### config.mk
export PLATFORM = sky130hd
export DESIGN_NAME = lattice_signature_rounding_unit
export DESIGN_NICKNAME = d
export VERILOG_FILES = /design/src/hdl/lsru_pkg.sv /design/src/hdl/lattice_signature_rounding_unit.sv
export SDC_FILE = /design/constraint.sdc
export NUM_CORES = 1
export LEC_CHECK = 0
export BUFFER_PORTS_ARGS = -buffer_cell sky130_fd_sc_hd__buf_2
export CORE_ASPECT_RATIO = 1.5
export CORE_MARGIN = 2
export CORE_UTILIZATION = 60
export DETAILED_ROUTE_END_ITERATION = 10
export GPL_TIMING_DRIVEN = 0
export PLACE_DENSITY = 0.8
export SYNTH_ARGS = -nofsm -noshare
export SYNTH_HDL_FRONTEND = slang
export SYNTH_SLANG_ARGS = --single-unit
### constraint.sdc
create_clock -name i_clk -period 12.8 [get_ports i_clk]
set_input_delay 2.56 -clock i_clk [delete_from_list [all_inputs] [get_ports i_clk]]
set_output_delay 2.56 -clock i_clk [all_outputs]
set_load 0.1 [all_outputs]
### src/hdl/lsru_pkg.sv
// Shared constants and operation codes for the lattice signature rounding unit.
package lsru_pkg;

    localparam int COEF_W    = 23;
    localparam int DROP_BITS = 13;

    // Operation codes carried on the func field.
    localparam logic [1:0] FUNC_POWER2ROUND = 2'd0;
    localparam logic [1:0] FUNC_DECOMPOSE   = 2'd1;
    localparam logic [1:0] FUNC_MAKE_HINT   = 2'd2;
    localparam logic [1:0] FUNC_USE_HINT    = 2'd3;

    localparam logic [COEF_W-1:0]    Q_MOD        = 23'd8380417;
    localparam logic [COEF_W-1:0]    MH_LOW_BOUND = 23'd95232;
    localparam logic [COEF_W-1:0]    MH_UP_BOUND  = 23'd8285185;
    localparam logic [DROP_BITS-1:0] P2R_HALF     = 13'd4096;
    localparam logic [13:0]          GAMMA_MUL    = 14'd11275;
    localparam logic [30:0]          ROUND_ADD    = 31'd8388608;
    localparam logic [17:0]          GAMMA2X2     = 18'd190464;
    localparam logic [5:0]           TOP_HIGH     = 6'd43;
    localparam logic signed [24:0]   HALF_Q_S     = 25'sd4190208;
    localparam logic signed [24:0]   Q_MOD_S      = 25'sd8380417;

endpackage

### src/hdl/lattice_signature_rounding_unit.sv
// Four-stage pipelined rounding unit: power2round, decompose, make hint and use hint.
// Each item is registered in turn by the stage 1, 2 and 3 registers and then the output registers.
// Throughput: one item per cycle; busy is never raised, as nothing in the pipeline waits.
// The longest stage holds the 17 by 14 bit multiply that estimates the decompose high part.
// Reset is synchronous and active low; it clears the stage valid bits and the result strobe.
// The receiver cannot stall, so each result is shown for exactly one cycle.
module lattice_signature_rounding_unit
    import lsru_pkg::*;
(
    input  logic               i_clk,
    input  logic               i_rst_n,
    input  logic               start,
    output logic               busy,
    input  logic [1:0]         i_func,
    input  logic [22:0]        i_value,
    input  logic [22:0]        i_low_in,
    input  logic               i_hint,
    output logic               o_valid,
    output logic [9:0]         o_high,
    output logic signed [17:0] o_low,
    output logic               o_hint_out
);

    // Stage 1: reduction and make-hint bound checks.
    logic              r_v1, r_hint1, r_hb1;
    logic [1:0]        r_func1;
    logic [22:0]       r_a1;
    logic [22:0]       n_a1;
    logic              n_hb1;

    // Stage 2: power2round split and decompose product.
    logic              r_v2, r_hint2, r_hb2;
    logic [1:0]        r_func2;
    logic [22:0]       r_a2;
    logic [9:0]        r_hp2;
    logic signed [17:0] r_lp2;
    logic [30:0]       r_prod2;
    logic [23:0]       n_sum2;
    logic [9:0]        n_hp2;
    logic signed [17:0] n_lp2;

    // Stage 3: decompose high part and raw low part.
    logic              r_v3, r_hint3, r_hb3;
    logic [1:0]        r_func3;
    logic [9:0]        r_hp3;
    logic signed [17:0] r_lp3;
    logic [5:0]        r_hg3;
    logic signed [24:0] r_lraw3;
    logic [30:0]       n_rnd3;
    logic [6:0]        n_hfull3;
    logic [5:0]        n_hg3;
    logic [23:0]       n_hmul3;

    // Stage 4: centring, hint correction and result selection.
    logic              r_vo;
    logic [9:0]        r_high;
    logic signed [17:0] r_low;
    logic              r_hb;
    logic signed [24:0] n_lc;
    logic [5:0]        n_hu;
    logic [9:0]        n_high;
    logic signed [17:0] n_low;
    logic              n_hb;

    assign busy = 1'b0;

    always_comb begin
        n_a1 = (i_value >= Q_MOD) ? i_value - Q_MOD : i_value;
        // Make hint is quiet for low parts at or below the lower bound or above the upper bound,
        // or on the upper edge with a zero input value.
        n_hb1 = !((i_low_in <= MH_LOW_BOUND) || (i_low_in > MH_UP_BOUND) ||
                  ((i_low_in == MH_UP_BOUND) && (i_value == '0)));
    end

    always_comb begin
        n_sum2 = {1'b0, r_a1} + 24'd127;
        if (r_a1[DROP_BITS-1:0] > P2R_HALF) begin
            n_hp2 = r_a1[COEF_W-1:DROP_BITS] + 10'd1;
            n_lp2 = $signed({5'b0, r_a1[DROP_BITS-1:0]}) - 18'sd8192;
        end else begin
            n_hp2 = r_a1[COEF_W-1:DROP_BITS];
            n_lp2 = $signed({5'b0, r_a1[DROP_BITS-1:0]});
        end
    end

    always_comb begin
        n_rnd3   = r_prod2 + ROUND_ADD;
        n_hfull3 = n_rnd3[30:24];
        n_hg3    = (n_hfull3 > {1'b0, TOP_HIGH}) ? 6'd0 : n_hfull3[5:0];
        n_hmul3  = 24'(n_hg3) * 24'(GAMMA2X2);
    end

    always_comb begin
        n_lc = (r_lraw3 > HALF_Q_S) ? r_lraw3 - Q_MOD_S : r_lraw3;
        n_hu = r_hg3;
        if (r_hint3) begin
            if (n_lc > 25'sd0) begin
                n_hu = (r_hg3 == TOP_HIGH) ? 6'd0 : r_hg3 + 6'd1;
            end else begin
                n_hu = (r_hg3 == 6'd0) ? TOP_HIGH : r_hg3 - 6'd1;
            end
        end
        n_high = '0;
        n_low  = '0;
        n_hb   = 1'b0;
        case (r_func3)
            FUNC_POWER2ROUND: begin
                n_high = r_hp3;
                n_low  = r_lp3;
            end
            FUNC_DECOMPOSE: begin
                n_high = {4'b0, r_hg3};
                n_low  = n_lc[17:0];
            end
            FUNC_MAKE_HINT: begin
                n_hb = r_hb3;
            end
            default: begin
                n_high = {4'b0, n_hu};
            end
        endcase
    end

    always_ff @(posedge i_clk) begin
        if (!i_rst_n) begin
            r_v1 <= 1'b0;
            r_v2 <= 1'b0;
            r_v3 <= 1'b0;
            r_vo <= 1'b0;
        end else begin
            r_v1 <= start && !busy;
            r_v2 <= r_v1;
            r_v3 <= r_v2;
            r_vo <= r_v3;
        end
    end

    always_ff @(posedge i_clk) begin
        r_func1 <= i_func;
        r_a1    <= n_a1;
        r_hint1 <= i_hint;
        r_hb1   <= n_hb1;

        r_func2 <= r_func1;
        r_a2    <= r_a1;
        r_hint2 <= r_hint1;
        r_hb2   <= r_hb1;
        r_hp2   <= n_hp2;
        r_lp2   <= n_lp2;
        r_prod2 <= 31'(n_sum2[23:7]) * 31'(GAMMA_MUL);

        r_func3 <= r_func2;
        r_hint3 <= r_hint2;
        r_hb3   <= r_hb2;
        r_hp3   <= r_hp2;
        r_lp3   <= r_lp2;
        r_hg3   <= n_hg3;
        r_lraw3 <= $signed({2'b0, r_a2}) - $signed({1'b0, n_hmul3});

        r_high  <= n_high;
        r_low   <= n_low;
        r_hb    <= n_hb;
    end

    assign o_valid    = r_vo;
    assign o_high     = r_high;
    assign o_low      = r_low;
    assign o_hint_out = r_hb;

endmodule

=== Yosys cells after proc, flatten, opt, wreduce, memory -nomap -nowiden ===
Cells that the tools add are included.

* Bits in registers: 203
* Word-level logic and storage cells: 66
* Bits of input ports: 52

* $mul: 2
* Reductions and logical operators: 7
* Magnitude comparators: 7
* $add $sub $neg: 9
* Multiplexer cells: 11
* Eq/ne operators: 4

{| class="wikitable"
|+ Operators by type and width
! operator !! count
|-
| $pmux 18 s2 || 1
|-
| $add 31x24->31 const B || 1
|-
| $mul 17x14->31 const B || 1
|-
| $mux 6 || 5
|-
| $pmux 10 s3 || 1
|-
| $gt 25x1->1 const B || 1
|-
| $gt 25x23->1 const B || 1
|-
| $mux 25 || 1
|-
| $sub 23x24->25 || 1
|-
| $sub 25x24->25 const B || 1
|-
| $add 23x7->24 const B || 1
|-
| $eq 23x23->1 const B || 1
|-
| $ge 23x23->1 const B || 1
|-
| $gt 23x23->1 const B || 1
|-
| $le 23x17->1 const B || 1
|-
| $logic_not 23->1 || 1
|-
| $mux 23 || 1
|-
| $sub 23x23->23 const B || 1
|-
| $sub 13x14->15 const B || 1
|-
| $gt 13x13->1 const B || 1
|-
| $mul 6x7->13 const B || 1
|-
| $mux 13 || 1
|-
| $add 10x1->10 const B || 1
|-
| $mux 10 || 1
|-
| 11 further kinds || 12
|}

=== Logic depth before layout (Yosys ltp) ===
Gate-level depths: netlist of the first run.

* Word-level depth: 6
* Mapped depth: 28

=== Least setup slack after synthesis of the first run ===
Ideal clock, no wire load.

* Path kind: reg2reg
* From: reg r_a1[3]
* To: reg r_prod2[30]
* Setup time: 0.079 ns
* Period minus slack after synthesis: 5.961 ns
* Data arrival time: 5.882 ns
* Path slack: 6.839 ns
* Stages on the path, launching flop included: 26
* Data required time: 12.721 ns
* Cells stage by stage: dfxtp_1 > nor4_1 > nand2_1 > and2_1 > and3_1 > nand3_1 > xnor2_1 > ha_1 > fa_1 > ha_1 > inv_1 > fa_1 > inv_1 > fa_1 > inv_1 > fa_1 > inv_1 > ha_1 > a21o_1 > a21o_1 > a21oi_1 > a21oi_1 > nor4b_1 > a211oi_1 > or2_2 > o211ai_1

* Longest elaborated chain between the ends: 2

{| class="wikitable"
|+ Ends and longest elaborated chain
! item !! RTL line !! text
|-
| start, declared || lattice_signature_rounding_unit.sv:27 || <nowiki>logic [22:0] r_a1;</nowiki>
|-
| start signal, assigned || lattice_signature_rounding_unit.sv:140 || <nowiki>r_a1 <= n_a1;</nowiki>
|-
| $add 23x7->24 || lattice_signature_rounding_unit.sv:76 || <nowiki>n_sum2 = {1'b0, r_a1} + 24'd127;</nowiki>
|-
| $mul 17x14->31 || lattice_signature_rounding_unit.sv:150 || <nowiki>r_prod2 <= 31'(n_sum2[23:7]) * 31'(GAMMA_MUL);</nowiki>
|-
| end signal, assigned || lattice_signature_rounding_unit.sv:150 ||
|-
| end, declared || lattice_signature_rounding_unit.sv:37 || <nowiki>logic [30:0] r_prod2;</nowiki>
|}

No other way between the ends.
A chain may end at the register's enable or synchronous reset.

=== Final worst setup path of the first run ===
* From: reg r_a1[1]
* To: reg r_prod2[23]

The elaborated chain is that of the path after synthesis.

==> results of run 1 <==
cells by family after synthesis:
kind of cell / after synthesis
flip-flops: 154
multiplexers: 7
other: 1
adder cells (fa/ha/maj): 213
AND/OR/NAND/NOR: 325
XOR/XNOR: 87
AO/OA/AOI/OAI: 169
buffers and inverters: 183
cells in the mapped netlist, types with 5 or more instances:
| cell | number |
|---|---|
| or4_1 | 5 |
| a21boi_0 | 6 |
| and3_1 | 10 |
| nor4_1 | 12 |
| nand3_1 | 35 |
| nand2b_1 | 12 |
| inv_1 | 157 |
| or2_2 | 8 |
| nor2_1 | 84 |
| a2111oi_0 | 5 |
| a211oi_1 | 9 |
| o211ai_1 | 6 |
| nor2b_1 | 14 |
| or3_1 | 10 |
| and2_1 | 22 |
| a31oi_1 | 5 |
| fa_1 | 52 |
| o21a_1 | 5 |
| xor2_1 | 39 |
| xnor2_1 | 48 |
| dfxtp_1 | 154 |
| ha_1 | 161 |
| nand4_1 | 17 |
| a21oi_1 | 40 |
| a21o_1 | 12 |
| o21ai_0 | 35 |
| nor3_1 | 23 |
| a311oi_1 | 5 |
| clkbuf_1 | 19 |
| nand2_1 | 52 |
final cells by class:
class | count | area share
Multi-Input combinational cell | 803 | 0.573
Sequential cell | 154 | 0.261
Inverter | 158 | 0.0502
Clock buffer | 17 | 0.0360
Timing Repair Buffer | 80 | 0.0339
Tap cell | 213 | 0.0226
Clock inverter | 15 | 0.0150
Buffer | 25 | 0.00847
metal layers:
layer / part of all wire / routed length (um)
met1: 0.36 / 8360
met2: 0.57 / 13300
met3: 0.031 / 732
met4: 0.043 / 997
met5: 0 / 0
through the flow:
step / hold slack, ns / cells
2_1_floorplan: 0.310 / 1140
3_3_place_gp: 0.310 / 1433
3_5_place_dp: 0.312 / 1433
4_1_cts: 0.323 / 1465
5_1_grt: 0.325 / 1465
6_report: 0.324 / 1465
worst register-to-register path: stages (launching register included):
cell	delay (ns)
dfxtp_1	0.34
nor3_1	0.06
nand2_1	0.13
and2_1	0.21
and3_1	0.23
nand3_1	0.13
nor2_1	0.36
nand2_1	0.13
xnor2_1	0.54
ha_1	0.37
fa_1	0.50
ha_1	0.31
inv_1	0.06
fa_1	0.53
inv_1	0.06
fa_1	0.48
ha_1	0.30
ha_1	0.32
and3_1	0.24
nand2_1	0.09
nor2_1	0.05
a211oi_1	0.42
o21ai_0	0.31
a211o_1	0.32
a21oi_1	0.17
xnor2_1	0.18
final timing paths:
| kind | from | end | slack, ns | cells past startpoint |
|---|---|---|---|---|
| max | r_a1[1]$_DFF_P_ | r_prod2[23]$_DFF_P_ | 5.88 | 25 |
| min | r_hp2[6]$_DFF_P_ | r_hp3[6]$_DFF_P_ | 0.32 | 0 |
| max reg2reg | r_a1[1]$_DFF_P_ | r_prod2[23]$_DFF_P_ | 5.88 | 25 |
| min reg2reg | r_hp2[6]$_DFF_P_ | r_hp3[6]$_DFF_P_ | 0.32 | 0 |
sequential cells by signal, indices dropped and copies added, names as in the netlist, 2 cells and up:
| register | cells |
|---|---|
| r_a1 | 23 |
| r_func1 | 2 |
| r_a2 | 23 |
| r_hg3 | 6 |
| r_prod2 | 8 |
| r_hp2 | 10 |
| r_lraw3 | 25 |
| o_low | 18 |
| r_lp3 | 3 |
| r_hp3 | 10 |
| o_high | 10 |
| r_func2 | 2 |
| r_func3 | 2 |
==> impl_metrics.tcl, run 1 <==
set metrics [dict create \
    setup-violations-final 0 \
    clk_root_buffer_cell "clkbuf_16" \
    clk-insertion-delay-late_ns 0.42 \
    postCtsResizedCells 0 \
    synth.ff_latch_count 154 \
    cp_data_required_time_ns 13.12 \
    synth-xor-area-share 0.0723 \
    mostFrequentLayoutCell "ha_1" \
    globalplace.congestion 0.930 \
    tritoncts_clock_tree "done" \
    layout_common_cells "ha_1, inv_1, dfxtp_1, nor2_1, buf_2" \
    post_synth_fa_ha_maj_area_fraction 0.290 \
    worst_ep_arrival_time_ns 7.24 \
    grt_pass1_wl_mm 38.0 \
    crit_family "adder cells" \
    num_rows 59 \
    crit_type "flop to flop" \
    postSynthAreaPerCell_um2 9.25 \
    slew_violations 0 \
    dp_hpwl_mm 19.2 \
    skew_ns 0.0114 \
    grt_start_max_net_pins 19 \
    floorplan.die.height_um 166 \
    critical_path_buf_inv_count 2 \
    io_buffer_count 80 \
    timing_worst_slew_pin_value_ns 0.857 \
    floorplan.initialDensity 0.610 \
    cts.reportedPaths.clkPinSlew_ns 0.07 \
    detail_route.first_pass.iterations 6 \
    worst_path_max_delay_cell "xnor2_1" \
    worstPathMaxFanout 6 \
    rsz0062_at_grt "false" \
    synth_ff_type "dfxtp_1" \
    status "complete, no violations" \
    yosysWarnings 0 \
    syn-cell-area_um2 10500 \
    post_dp_cell_area_um2 11200 \
    overflow 0 \
    n_antenna_cell 0 \
    post_drt_via_cell_ratio 5.67 \
    use_met3 0.0354 \
    synth_top_area_share 0.293 \
    vias 8301 \
    global_route.usage.met2 0.501 \
    final_net_count 1504 \
    cts_buffer_depth 2 \
    multi_input_area_um2 6770 \
    post_cts.repair.setup_buffers 0 \
    finish.instance_area_um2 11800 \
    layout_overhead_on_the_synthesized_area_pct 12.1 \
    finish.utilization 0.684 \
    clock.fmax_mhz 145 \
    tns_ns 0 \
    core-area_um2 17300 \
    wirelength_mm 23.3 \
    ctsHtreeMaxLevel 4 \
    synth_area_leader_cell "dfxtp_1" \
    clock_sinks 154 \
    grt_pass1_vias 8361 \
    synth_compound_gate_area_share 0.110 \
    synth.area.mux_share 0.00701 \
    layout.area.seq_um2 3080 \
    crit_path_max_cell_delay_ns 0.54 \
    seq_total_area_yosys 0.293 \
    antenna_found_initial 0 \
    cap_violations 0 \
    dieArea_um2 18700 \
    drc 0 \
    cts_hold_buf 0 \
    top_level_pins 83 \
    ys_types 77 \
    drt_iter0_markers 521 \
    groute.usage.overall 0.253 \
    yosys-top-cells-area "dfxtp_1, ha_1, fa_1, inv_1, xnor2_1" \
    synthArstFlopShare 0 \
    layout_worst_path_cycle_share 0.540 \
    ant_nets 0 \
    cts-buffers-inserted 17 \
    synth_edf_count 0 \
    min_path_type "flop to flop" \
    worst_slack_ns 5.88 \
    die_w_um 112 \
    drive_above_1_share 0.110 \
    report.final.hold_viol_count 0 \
    timing.critical_path.from_type "flop" \
    max_slew_margin 0.427 \
    num-fill-cells 1353 \
    place_ws_ns 5.94 \
    synth_top_family_by_area "adder cells" \
    synthCells 1139 \
    grt_busiest_layer "met2" \
    route.detailed.wl_per_inst_um 15.9 \
    simple_gate_fraction_of_synth_area 0.162 \
    setup.worst_path.end_class "flop" \
    worst_path_most_repeated_cell "ha_1" \
    min_period_ns 6.92 \
    grt_use_met1 0.247 \
]
Power of run 1 is not shown: default switching activity piles up to over one toggle a cycle in this logic, so the estimate is an artifact.
==> run 2, diff against run 1 <==
==> constraint.sdc (replaced) <==
create_clock -name i_clk -period 6.4 [get_ports i_clk]
set_input_delay 1.28 -clock i_clk [delete_from_list [all_inputs] [get_ports i_clk]]
set_output_delay 1.28 -clock i_clk [all_outputs]
set_load 0.1 [all_outputs]
==> run 2 against run 1 <==
  * Core utilization increased by 1.8 points
  * Critical path depth unchanged
  * Via count increased by 2.2%
  * Clock skew decreased by 0.00070 ns
  * Non-clock buffer count increased by 12
  * Highest routed layer unchanged
==> impl_metrics.tcl, run 2 (synthesis results as in run 1) <==
set metrics [dict create \
    dieArea_um2 18700 \
    cap_violations 0 \
    hold_slack_ns 0.327 \
    registers.top_by_ff_count "r_lraw3" \
    vias 8483 \
    dp_hpwl_mm 19.2 \
    largest_register_ff_count 25 \
    setup.worst_path.end_class "flop" \
    drc 0 \
    multi_input_area_um2 6990 \
    cts-buffers-inserted 17 \
    top_level_pins 83 \
    timing.critical_path.from_type "flop" \
    io_buffer_count 80 \
    die_w_um 112 \
    globalplace.congestion 0.930 \
    ant_nets 0 \
    crit_type "flop to flop" \
    layout_common_cells "ha_1, inv_1, dfxtp_1, buf_2, nor2_1" \
    num-fill-cells 1284 \
    worst_r2r_path_depth 25 \
    n_antenna_cell 0 \
    timing.rr.end "r_prod2[30]$_DFF_P_" \
    layout_overhead_on_the_synthesized_area_pct 15.0 \
    status "complete, no violations" \
    cts.reportedPaths.clkPinSlew_ns 0.07 \
    placedCellCount 1433 \
    cp_data_required_time_ns 6.74 \
    clk-insertion-delay-late_ns 0.42 \
    rrSetupSlack_ns 0.12 \
    floorplan.initialDensity 0.610 \
    slew_violations 0 \
    ctsHtreeMaxLevel 4 \
    grt_pass1_wl_mm 38.4 \
    drt_iter0_markers 560 \
    final_net_count 1516 \
    clock.fmax_mhz 159 \
    report.final.hold_viol_count 0 \
    place_ws_ns -0.461 \
    grt_start_max_net_pins 19 \
    critical_path_buf_inv_count 4 \
    worst_path_max_delay_cell "fa_1" \
    worstPathMaxFanout 6 \
    min_path_type "flop to flop" \
    hold-path-cell-count 0 \
    fin_cells 1477 \
    setup-violations-final 0 \
    worst_path_most_repeated_cell "inv_1" \
    holdPathEnd "r_func2[1]$_DFF_P_" \
    antenna_found_initial 0 \
    floorplan.die.height_um 166 \
    post_drt_via_cell_ratio 5.74 \
    worst_slack_ns 0.117 \
    mostFrequentLayoutCell "ha_1" \
    max_slew_margin 0.452 \
    tritoncts_clock_tree "done" \
    overflow 0 \
    groute.usage.overall 0.255 \
    num_rows 59 \
    detail_route.first_pass.iterations 7 \
    layout_worst_path_cycle_share 0.982 \
    route.detailed.wl_per_inst_um 16.5 \
    min_from "r_func1[1]$_DFF_P_" \
    min_period_ns 6.28 \
    biggestRegsByFlops "r_lraw3 (25), r_a1 (23), r_a2 (23)" \
    layout.area.seq_um2 3080 \
    core-area_um2 17300 \
    worst_ep_arrival_time_ns 6.62 \
    timing_worst_slew_pin_value_ns 0.819 \
    crit_family "adder cells" \
    grt_pass1_vias 8393 \
    clock_sinks 154 \
    r2r_path_start "r_a1[0]$_DFF_P_" \
    clk_root_buffer_cell "clkbuf_16" \
    wirelength_mm 24.4 \
    crit_path_max_cell_delay_ns 0.53 \
    skew_ns 0.0107 \
    finish.utilization 0.702 \
    cts_buffer_depth 2 \
    drive_above_1_share 0.142 \
]
run 2: area by class of cell:
type / count / share of cell area
timing repair buffer: 92 / 0.0405
inverter: 158 / 0.0489
clock inverter: 15 / 0.0147
buffer: 25 / 0.00826
multi-input combinational: 803 / 0.576
clock buffer: 17 / 0.0351
sequential: 154 / 0.254
tap: 213 / 0.0220
run 2: worst max-delay path by stage:
stage / start / end / depth (start not counted)
after floorplan: r_a1[3]$_DFF_P_ / r_prod2[30]$_DFF_P_ / 25
after global placement: r_a1[4]$_DFF_P_ / r_prod2[23]$_DFF_P_ / 25
after detailed placement: r_a1[4]$_DFF_P_ / r_prod2[23]$_DFF_P_ / 25
after CTS: r_a1[4]$_DFF_P_ / r_prod2[30]$_DFF_P_ / 25
after global routing: r_a1[5]$_DFF_P_ / r_prod2[30]$_DFF_P_ / 25
final: r_a1[0]$_DFF_P_ / r_prod2[30]$_DFF_P_ / 25
run 2: per-stage QoR:
stage          TNS (ns)  instance area (um^2)
5_1_grt          -0.504                 12100
3_3_place_gp      -1.54                 11200
6_report              0                 12100
2_1_floorplan         0                 10500
3_5_place_dp      -2.07                 11200
4_1_cts               0                 11900
run 2: repair_timing:
action                                  CTS  global route
endpoints found under the setup margin    7             7
pin swaps                                 2            13
hold buffers                              0             0
gates resized for setup                  13            29
buffers inserted                          0            12
run 2: worst reg2reg max path: stages, from the launching register on:
cell and delay (ns):
dfxtp_1 0.34, nor3_1 0.06, nand2_1 0.12, and2_4 0.19, and3_4 0.23, nand3_4 0.11
nor2_4 0.26, nand3_1 0.22, nor2_2 0.25, xor2_1 0.28, ha_1 0.30, ha_1 0.28
inv_1 0.05, fa_1 0.53, inv_1 0.06, fa_1 0.50, inv_1 0.05, fa_1 0.51
inv_1 0.05, ha_1 0.24, a2111oi_0 0.46, o21ai_1 0.29, nand3b_1 0.24, a211oi_2 0.10
or2_2 0.32, o211ai_1 0.16
run 2: per-layer routing:
metal	vias up	wire, um	global-route usage
met5	-	0	0
met4	0	1270	0.136
met3	99	848	0.0328
met2	259	13700	0.503
met1	4009	8520	0.252
li1	4116	-	-
Power of run 2 is left out for the same reason.
